[config.mk]
export PLATFORM = sky130hd
export DESIGN_NAME = srcl_sqrt_cell
export DESIGN_NICKNAME = d
export VERILOG_FILES = /design/src/sv/srcl_pkg.sv /design/src/sv/srcl_sqrt_cell.sv
export SDC_FILE = /design/constraint.sdc
export NUM_CORES = 1
export LEC_CHECK = 0
export BUFFER_PORTS_ARGS = -buffer_cell sky130_fd_sc_hd__buf_2
export CORE_MARGIN = 5
export CORE_UTILIZATION = 39
export CTS_CLUSTER_SIZE = 16
export DETAILED_ROUTE_END_ITERATION = 16
export PLACE_DENSITY = 0.87
export SYNTH_ARGS = -nofsm -noshare
export SYNTH_HDL_FRONTEND = slang
export SYNTH_SLANG_ARGS = --single-unit
export TNS_END_PERCENT = 1
[constraint.sdc]
create_clock -name clk -period 0.8 [get_ports clk]
set_clock_uncertainty 0.1 [all_clocks]
set_input_delay 0.16 -clock clk [delete_from_list [all_inputs] [get_ports clk]]
set_output_delay 0.16 -clock clk [all_outputs]
set_load 0.03 [all_outputs]
[src/sv/srcl_pkg.sv]
package srcl_pkg;

	localparam int CW  = 32;          // coordinate width
	localparam int LW  = 34;          // length width
	localparam int QW  = CW + 2;      // quotient bits, one divider cell each
	localparam int RW  = CW + 2;      // divider remainder width
	localparam int DW  = 2 * CW + 2;  // dividend width
	localparam int PW  = CW + 3;      // clipped point width
	localparam int RB  = CW + 1;      // root bits, one sqrt cell each
	localparam int SQW = 2 * RB;      // radicand width
	localparam int RRW = RB + 3;      // sqrt remainder width
	localparam int LAT = 2 * QW + RB + 11;

	typedef logic signed [CW-1:0] coord_t;

	typedef struct packed {
		logic                 early;
		logic                 invalid;
		logic [LW-1:0]        len;
		logic signed [CW-1:0] sx;
		logic signed [CW-1:0] sy;
		logic signed [CW:0]   dx;
		logic signed [CW:0]   dy;
		logic [1:0][PW-1:0]   px;
		logic [1:0][PW-1:0]   py;
		logic [1:0]           clip;
		logic [1:0]           neg;
	} pl_t;

	typedef struct packed {
		logic [1:0][RW-1:0] rem;
		logic [1:0][QW-1:0] low;
		logic [1:0][QW-1:0] quo;
		logic [CW:0]        dvs;
	} div_t;

	typedef struct packed {
		logic          early;
		logic          invalid;
		logic [LW-1:0] len;
	} res_t;

	typedef struct packed {
		logic [RRW-1:0] rem;
		logic [SQW-1:0] v;
		logic [RB-1:0]  root;
	} sq_t;

endpackage

[src/sv/srcl_sqrt_cell.sv]
module srcl_sqrt_cell (
	input  logic           clk,
	input  logic           arst_n,
	input  logic           vld_i,
	input  srcl_pkg::res_t res_i,
	input  srcl_pkg::sq_t  sq_i,
	output logic           vld_q,
	output srcl_pkg::res_t res_q,
	output srcl_pkg::sq_t  sq_q
);

	logic [srcl_pkg::RRW-1:0] cand;
	logic [srcl_pkg::RRW-1:0] trial;
	logic                     ge;
	srcl_pkg::sq_t            nxt;

	// one root bit per cell, two radicand bits shifted in
	always_comb begin
		cand  = {sq_i.rem[srcl_pkg::RRW-3:0], sq_i.v[srcl_pkg::SQW-1:srcl_pkg::SQW-2]};
		trial = srcl_pkg::RRW'({sq_i.root, 2'b01});
		ge    = cand >= trial;
		nxt.rem  = ge ? cand - trial : cand;
		nxt.v    = {sq_i.v[srcl_pkg::SQW-3:0], 2'b00};
		nxt.root = {sq_i.root[srcl_pkg::RB-2:0], ge};
	end

	always_ff @(posedge clk or negedge arst_n) begin
		if (!arst_n) begin
			vld_q <= 1'b0;
		end else begin
			vld_q <= vld_i;
		end
	end

	always_ff @(posedge clk) begin
		res_q <= res_i;
		sq_q  <= nxt;
	end

endmodule

==> flow_summary.json <==
{
  "status": "finished with violations",
  "violations": "hold timing, setup timing",
  "tns_ps": -109790,
  "h-tree-depth": 4,
  "layout_commonest_cell": "buf_6",
  "num_vias": 6557,
  "cp-start-kind": "input port",
  "area_growth_pct": 107,
  "worst_slack_ps": -1420,
  "grt_pass1_wl_mm": 42.3,
  "path_class": "in2reg",
  "required_ps": 1020,
  "max_cap_violations": 0,
  "power_switching_w": 0.00851,
  "cts_buffer_depth": 2,
  "place_congestion": 0.866,
  "pwr-share-seq_pct": 37.4,
  "combPwrFrac_pct": 30.9,
  "synth-edff-count": 0,
  "setup_violations": 207,
  "endpoint": "sq_q[111]",
  "wl_per_cell_um": 21.3,
  "num_rows": 45,
  "rsz0062_at_grt": "true",
  "cts_made_buffers": 17,
  "p_clk_share_pct": 31.7,
  "synth_flop_cell": "dfxtp_1",
  "hold_buffers": 135,
  "crit_path_start": "sq_i[99]",
  "wirelength_mm": 28.4,
  "hold_viol_final": 34,
  "worstPathMaxFanout": 6,
  "die_w_um": 134,
  "p_per_area_nw_per_um2": 2110,
  "placed_cell_area_um2": 8820,
  "drc_errors": 0,
  "fmax_ghz": 0.451,
  "vias_per_cell": 4.93,
  "final_cell_area_um2": 12400,
  "synth_warnings": 0,
  "grt_util_all_layers_pct": 30.9,
  "total_power_w": 0.0262,
  "slew_violations": 0,
  "antenna_found_initial": 4,
  "postRouteAntennaNets": 0,
  "leakage_nw": 5.95,
  "grt_remaining_overflow": 0,
  "start_util_pct": 39.6,
  "seq_area_frac_synth_pct": 56.9,
  "postSynthCellCount": 514,
  "io_pins": 346,
  "drt-initial-drc-count": 322,
  "cts-root-buf": "clkbuf_16",
  "fillers": 750,
  "hold_ws_ps": -138,
  "nets": 1333,
  "period_share_pct": 277,
  "cts_tree": "built",
  "drive_above_1_share_pct": 66.2,
  "grt_max_degree": 20,
  "clk_pin_slew_worst_paths_ps": 80,
  "synth_async_sr_flop_share_pct": 0.588,
  "swShare_pct": 32.4,
  "place_hpwl_mm": 16.4,
  "die-area_um2": 17900,
  "layout_common_cells": "buf_6 (175), dfxtp_2 (169), buf_2 (167), dlygate4sd3_1 (135), buf_4 (117)",
  "clkSinkCount": 170,
  "arrival_ps": 2430,
  "irDropWorstVdd_uv": 2270,
  "netlist_area_um2": 5990,
  "grt_pass1_vias": 7188,
  "hp-class": "in2reg",
  "ys_ff_latch": 170,
  "intPower_w": 0.0177,
  "die_y_um": 134,
  "fin_crit_ps": 2220,
  "avgSynthCellArea_um2": 11.7,
  "synth.distinct_cells": 57,
  "first_pass_iters": 8,
  "core_um2": 15100,
  "portBuffers": 341,
  "cp-end-kind": "flip-flop"
}
-- per-layer routing --
layer | track usage (%) | vias up | wire, µm
met2 | 57.5 | 357 | 14900
met3 | 8.44 | 105 | 2050
li1 | - | 2995 | -
met5 | 0 | - | 0
met1 | 31.4 | 3100 | 9740
met4 | 16.0 | 0 | 1640
-- timing repair --
action,CTS,global route
hold endpoints to repair,168,34
buffers inserted,4,3
cloned,1,1
endpoints found under the setup margin,207,207
pin swaps,10,8
resized for setup,530,39
-- critical path, cell delays in order --
cell and delay (ps):
buf_8 100, ha_4 250, nor2b_4 140, o311ai_4 240, a32oi_2 180, a31oi_4 220, o211ai_4 100, a41o_4 220
a21oi_4 190, clkinv_4 140, clkbuf_16 200, mux2_4 300
-- power by group through the flow --
stage | registers [W] | clock network (W) | logic [W]
after global placement | 0.00958 | 0 | 0.00594
after global routing | 0.00986 | 0.00880 | 0.00848
after floorplan | 0.0112 | 0 | 0.00208
after CTS | 0.00974 | 0.00829 | 0.00764
after detailed placement | 0.00959 | 0 | 0.00604
final | 0.00981 | 0.00832 | 0.00811
-- synthesized netlist by cell type, drive strengths merged, types with 2 or more instances --
master / number / share of area (%)
a31oi: 2 / 0.46
a31o: 2 / 0.29
nand2: 27 / 1.7
mux2: 31 / 7.5
and4: 2 / 0.29
o211ai: 5 / 0.86
dfxtp: 169 / 56
a21o: 9 / 1.1
a32oi: 2 / 0.42
o21a: 5 / 0.63
ha: 35 / 7.3
a211oi: 3 / 0.38
nand3: 10 / 0.84
nor3: 5 / 0.42
a21oi: 34 / 3.0
or2: 3 / 0.31
o21ai: 20 / 1.7
inv: 48 / 3.0
xor2: 12 / 1.8
o21bai: 4 / 0.50
nor3b: 2 / 0.25
buf: 5 / 0.81
and2: 3 / 0.31
clkbuf: 4 / 0.25
xnor2: 19 / 2.8
nor2: 12 / 0.75
and3: 10 / 1.0
nand4: 7 / 0.73
nor2b: 5 / 0.65
-- how the worst min path moves through the flow --
stage	startpoint	to	slack (ps)	depth (start not counted)
after floorplan	arst_n	vld_q	-240	0
after global placement	arst_n	vld_q	-160	1
after detailed placement	arst_n	vld_q	-160	1
after CTS	sq_i[99]	sq_q[101]	-160	2
after global routing	sq_i[99]	sq_q[101]	-150	2
final	sq_i[99]	sq_q[101]	-140	2
-- flip-flops by register name (all words and copies together) (netlist names) --
register  cells
res_q        36
sq_q        133
vld_q         1
-- cell families after synthesis --
kind of cell	after synthesis	share of synthesized area [%]
xor gates and xnor gates	31	4.53
adders and majority gates	35	7.31
AOI/OAI and AO/OA	100	12.0
other	1	0.0626
DFF	170	56.9
muxes	32	7.62
and+or+nand+nor	88	7.50
buffers and inverters	57	4.11
-- metrics by stage --
stage	instances	util (%)	setup WS, ps
detailed placement	1149	58.2	-1980
finish	1329	82.0	-1420
floorplan	515	-	-1790
global placement	1149	58.2	-1960
CTS	1321	80.5	-1370
global route	1329	82.0	-1490
-- area by class of cell --
class,count,area [µm²],share of cell area (%)
Sequential cell,170,3620,29.2
Timing Repair Buffer,599,5140,41.4
Clock buffer,17,425,3.43
Multi-Input combinational cell,288,2620,21.1
Clock inverter,15,179,1.44
Tap cell,188,235,1.89
Antenna cell,4,10.0,0.0806
Inverter,48,188,1.51
Note: power is estimated with default switching activity, not from simulation.
