--- config.mk ---
export PLATFORM = sky130hd
export DESIGN_NAME = srcl_div_cell
export DESIGN_NICKNAME = d
export VERILOG_FILES = /design/src/sv/srcl_pkg.sv /design/src/sv/srcl_div_cell.sv
export SDC_FILE = /design/constraint.sdc
export NUM_CORES = 1
export LEC_CHECK = 0
export ABC_AREA = 1
export BUFFER_PORTS_ARGS = -buffer_cell sky130_fd_sc_hd__buf_2
export CAP_MARGIN = 20
export CELL_PAD_IN_SITES_DETAIL_PLACEMENT = 0
export CELL_PAD_IN_SITES_GLOBAL_PLACEMENT = 1
export CORE_AREA = 4 4 431 433
export DETAILED_ROUTE_END_ITERATION = 8
export DIE_AREA = 0 0 435 437
export PLACE_DENSITY_LB_ADDON = 0.12
export SYNTH_ARGS = -nofsm -noshare
export SYNTH_HDL_FRONTEND = slang
export SYNTH_SLANG_ARGS = --single-unit
--- constraint.sdc ---
create_clock -name clk -period 0.8 [get_ports clk]
set_clock_uncertainty 0.15 [all_clocks]
set_input_delay 0.16 -clock clk [delete_from_list [all_inputs] [get_ports clk]]
set_output_delay 0.16 -clock clk [all_outputs]
set_load 0.005 [all_outputs]
--- src/sv/srcl_pkg.sv ---
package srcl_pkg;

	localparam int CW  = 32;          // coordinate width
	localparam int LW  = 34;          // length width
	localparam int QW  = CW + 2;      // quotient bits, one divider cell each
	localparam int RW  = CW + 2;      // divider remainder width
	localparam int DW  = 2 * CW + 2;  // dividend width
	localparam int PW  = CW + 3;      // clipped point width
	localparam int RB  = CW + 1;      // root bits, one sqrt cell each
	localparam int SQW = 2 * RB;      // radicand width
	localparam int RRW = RB + 3;      // sqrt remainder width
	localparam int LAT = 2 * QW + RB + 11;

	typedef logic signed [CW-1:0] coord_t;

	typedef struct packed {
		logic                 early;
		logic                 invalid;
		logic [LW-1:0]        len;
		logic signed [CW-1:0] sx;
		logic signed [CW-1:0] sy;
		logic signed [CW:0]   dx;
		logic signed [CW:0]   dy;
		logic [1:0][PW-1:0]   px;
		logic [1:0][PW-1:0]   py;
		logic [1:0]           clip;
		logic [1:0]           neg;
	} pl_t;

	typedef struct packed {
		logic [1:0][RW-1:0] rem;
		logic [1:0][QW-1:0] low;
		logic [1:0][QW-1:0] quo;
		logic [CW:0]        dvs;
	} div_t;

	typedef struct packed {
		logic          early;
		logic          invalid;
		logic [LW-1:0] len;
	} res_t;

	typedef struct packed {
		logic [RRW-1:0] rem;
		logic [SQW-1:0] v;
		logic [RB-1:0]  root;
	} sq_t;

endpackage

--- src/sv/srcl_div_cell.sv ---
module srcl_div_cell (
	input  logic              clk,
	input  logic              arst_n,
	input  logic              vld_i,
	input  srcl_pkg::pl_t     pl_i,
	input  srcl_pkg::div_t    dv_i,
	output logic              vld_q,
	output srcl_pkg::pl_t     pl_q,
	output srcl_pkg::div_t    dv_q
);

	logic [1:0][srcl_pkg::RW-1:0] cand;
	logic [1:0]                   ge;
	srcl_pkg::div_t               nxt;

	// one restoring step per lane, both lanes share the divisor
	always_comb begin
		nxt = dv_i;
		for (int k = 0; k < 2; k++) begin
			cand[k] = {dv_i.rem[k][srcl_pkg::RW-2:0], dv_i.low[k][srcl_pkg::QW-1]};
			ge[k] = cand[k] >= srcl_pkg::RW'(dv_i.dvs);
			nxt.rem[k] = ge[k] ? cand[k] - srcl_pkg::RW'(dv_i.dvs) : cand[k];
			nxt.low[k] = {dv_i.low[k][srcl_pkg::QW-2:0], 1'b0};
			nxt.quo[k] = {dv_i.quo[k][srcl_pkg::QW-2:0], ge[k]};
		end
	end

	always_ff @(posedge clk or negedge arst_n) begin
		if (!arst_n) begin
			vld_q <= 1'b0;
		end else begin
			vld_q <= vld_i;
		end
	end

	always_ff @(posedge clk) begin
		pl_q <= pl_i;
		dv_q <= nxt;
	end

endmodule

==> results.env <==
CP-START-KIND='input pin'
DP_CELLS=5609
SYNTH_AREA_PER_CELL_UM2=9.30
GRT_REMAINING_OVERFLOW=0
TIMING.HOLD.WORST.CLASS='input pin to register'
HP-START='dv_i[19]'
CLOCK-SINKS=546
P_LEAK_uW=0.0197
FP.DIEW_UM=435
HOLD-PATH-ENDPOINT='dv_q[19]$_DFF_P_'
ANT_NETS=0
FINAL_PERIOD_MINUS_WORST_SETUP_SLACK_PS=1650
SYNTH.CELL_AREA_UM2=17100
FIRST_PASS_GRT_WIRE_LENGTH_UM=228000
SYNTHMUXAREASHARE_PCT=0
START_UTIL_PCT=9.36
CRITICAL_PATH.MAX_STAGE_DELAY_PS=380
YOSYSMOSTFREQUENTCELL='sky130_fd_sc_hd__nand2_1'
CRITICAL_PATH.CELL_CHAIN='buf_8, clkinvlp_4, ha_4, nand2_8, nor2_4, nand3_2, nand3_4, nand2_2, nand2_4, nand3_4, nand2_8, buf_16, buf_16, nand3_4, nand2_2'
WORST-ENDPOINT-REQUIRED_PS=1290
PLACED_CELL_AREA_UM2=28600
DIE_HEIGHT_UM=437
MEAN_ROUTED_WIRELENGTH_PER_CELL_UM=28.4
REPORT.FINAL.SETUP_VIOL=617
CORE_UM2=182000
SYN_TO_FINAL_GROWTH_PCT=148
WORST_SLACK_PS=-850
SYNTH-SEQ-AREA-SHARE_PCT=64.1
BUFFER_PORTS.INSERTED=1091
TRITONCTS='built'
POWER_DENSITY_nW_PER_UM2=2110
CAP_VIOL_MAX_COUNT=0
CTS-BUFFERS-INSERTED=80
ANTENNA_FOUND_INITIAL=124
POST_DRT_VIA_CELL_RATIO=3.22
POST_SYNTH_XOR_AREA_FRACTION_PCT=1.54
STATUS='finished, violations left'
SYNTH-COMPOUND-AREA-SHARE_PCT=2.39
HOLD_DEPTH=1
SYNTH_SEQ_CELLS=546
SYNTH_LARGEST_AREA_CELL='sky130_fd_sc_hd__dfxtp_1'
SYNTH-ASYNC-RESET-RATIO_PCT=0.183
VDD.IR_DROP.WORST_uV=1310
SYNTH_ENABLE_FLOP_CELLS=0
FILLER_CELL_COUNT=20000
CTS.ROOT.BUFFER_CELL='sky130_fd_sc_hd__clkbuf_16'
SYNTH.AREA.TOP_CELLS='sky130_fd_sc_hd__dfxtp_1, sky130_fd_sc_hd__nand2_1, sky130_fd_sc_hd__inv_1'
YOSYSTOPAREACELLSHARE_PCT=64.0
IOS=1098
GRT_PASS1_VIAS=21400
FINALCOREUTILIZATION_PCT=23.2
POST_ROUTE_NON_FILLER_STANDARD_CELL_COUNT=6346
FINALNETCOUNT=4488
DOMINANT_COMBINATIONAL_CELL_FAMILY_BY_AREA_AFTER_SYNTHESIS='simple AND/OR/NAND/NOR gates'
POST_SYNTH_NUM_CELL_TYPES=33
CTS.PATH.MAX_BUFFERS=3
POST_ROUTE_CELLS_DRIVE_ABOVE_1_SHARE_PCT=62.5
MAX_CLOCK_FREQ_MHz=606
RSZ_0062_RAISED_AFTER_GLOBAL_ROUTING='yes'
WORST_SETUP_HOLD_PATH_CLK_SLEW_PS=50
CTS.HTREE.LEVELS=3
YOSYS.AREA_SHARE.SIMPLE_PCT=20.4
COMMONEST_CELLS_IN_THE_SYNTHESIZED_NETLIST='sky130_fd_sc_hd__nand2_1, sky130_fd_sc_hd__dfxtp_1, sky130_fd_sc_hd__inv_1'
WORST-PATH-BUF-INV=4
POST_ROUTE_DRC=0
MULTI_INPUT_AREA_UM2=7420
DIE-AREA_UM2=190000
GRT_UTIL_ALL_LAYERS_PCT=18.4
TIMING.CRITICAL_PATH.MAX_DELAY_FAMILY='simple AND/OR/NAND/NOR gates'
PATH_COMMON_CELL='sky130_fd_sc_hd__nand3_4'
YOSYS.AREA_SHARE.ADDER_PCT=5.08
CRITPATHCAPTURETYPE='register'
PATH_CLASS='input pin to register'
TIMING.HOLD.WS_PS=-576
FAILING_CHECKS='hold timing, setup timing'
DRC_MARKER_COUNT_FROM_THE_FIRST_DETAILED_ROUTE_ITERATION=684
POST_SYNTH_INST_COUNT=1834
SYNTH_FF_TYPE='sky130_fd_sc_hd__dfxtp_1'
WORSTPATHARRIVAL_PS=2140
DR.PASS1.ITERS=5
FINAL_AREA_UM2=42200
FLOORPLAN.ROWS=157
POST-DP-HPWL_UM=156000
CP_SLOWEST_CELL='sky130_fd_sc_hd__ha_4'
GRT_MAX_DEGREE=14
ROUTED_WL_UM=181000
ROUTED_VIA_COUNT=20400
SEQCELLAREA_UM2=11500
PLACE_WORST_SETUP_SLACK_PS=-1860
GP_ROUTABILITY_CONGESTION=0.960
YOSYSWARNINGCOUNT=0
NUMBER_OF_HOLD_VIOLATIONS_IN_THE_FINAL_REPORT=249
PERIOD_SHARE_PCT=206
TIMING.FINAL.MAX_SLEW_VIOLATIONS=0
CP_MAX_FO=6
## flip-flops by register name, summed over array words and instances (netlist names)
signal  count
vld_q       1
pl_q      310
dv_q      235
## per-layer routing
layer | vias to the layer above | track usage, % | part of all wire (%)
met5 | - | 0 | 0.038
met2 | 815 | 34.3 | 52
met4 | 10 | 2.89 | 1.8
met1 | 9636 | 21.9 | 41
met3 | 233 | 3.83 | 4.6
li1 | 9745 | - | -
## repair_timing
item / in CTS / in global routing
gates cloned: 12 / 0
endpoints found under the setup margin: 616 / 617
pin swaps: 121 / 79
gates resized for setup: 1440 / 260
hold buffers: 485 / 24
buffers inserted: 53 / 21
hold endpoints to repair: 545 / 383
## how the worst max path moves through the flow
stage | cells after the start | to | slack [ps] | startpoint
2_1_floorplan | 14 | dv_q[232]$_DFF_P_ | -980 | dv_i[5]
3_3_place_gp | 17 | dv_q[197]$_DFF_P_ | -1910 | dv_i[14]
3_5_place_dp | 17 | dv_q[197]$_DFF_P_ | -1860 | dv_i[14]
4_1_cts | 1 | pl_q[72] | -870 | pl_q[72]$_DFF_P_
5_1_grt | 15 | dv_q[201]$_DFF_P_ | -860 | dv_i[6]
6_report | 15 | dv_q[193]$_DFF_P_ | -850 | dv_i[6]
## cell type report
class                           count  share of cell area, %
Tap cell                         2385                   7.06
Timing Repair Buffer             1963                   38.6
Timing Repair inverter              4                  0.181
Multi-Input combinational cell   1019                   17.6
Sequential cell                   546                   27.3
Antenna cell                       27                  0.160
Clock buffer                      114                   5.49
Inverter                          256                   2.50
Clock inverter                     32                   1.15
## cells by family (layout without fill, tap and decap cells)
kind of cell,count (synthesis),count (layout)
compound gates,76,76
xor+xnor,30,30
fa+ha+maj,68,68
buf+inv,270,2369
flops,546,546
other cells,1,29
simple gates,843,843
## stage by stage
stage | setup TNS, ps | power [uW]
global placement | -132360 | 44900
floorplan | -67100 | 34400
global route | -456040 | 93500
detailed placement | -130460 | 44700
CTS | -459340 | 90900
finish | -408190 | 89200
## cells in the final DEF, fill, tap and decap left out, drive strengths merged, types with 4 or more instances in the layout
master          n
buf          1454
nand2         603
dfxtp         545
dlygate4sd3   508
inv           246
clkbuf        115
nor2          104
nand3          86
ha             66
a21oi          52
xor2           28
diode          27
clkinv         21
clkinvlp       18
nand3b         17
o21ai          16
nand4          13
nor3            9
bufinv          7
o21bai          6
nor4            5
or2             4
## where the power goes
part           switching (uW)  internal [uW]
clock                   15600          22700
sequential               1160          29400
combinational           10100          10300
total                   26800          62400
(Power assumes the default switching activity.)
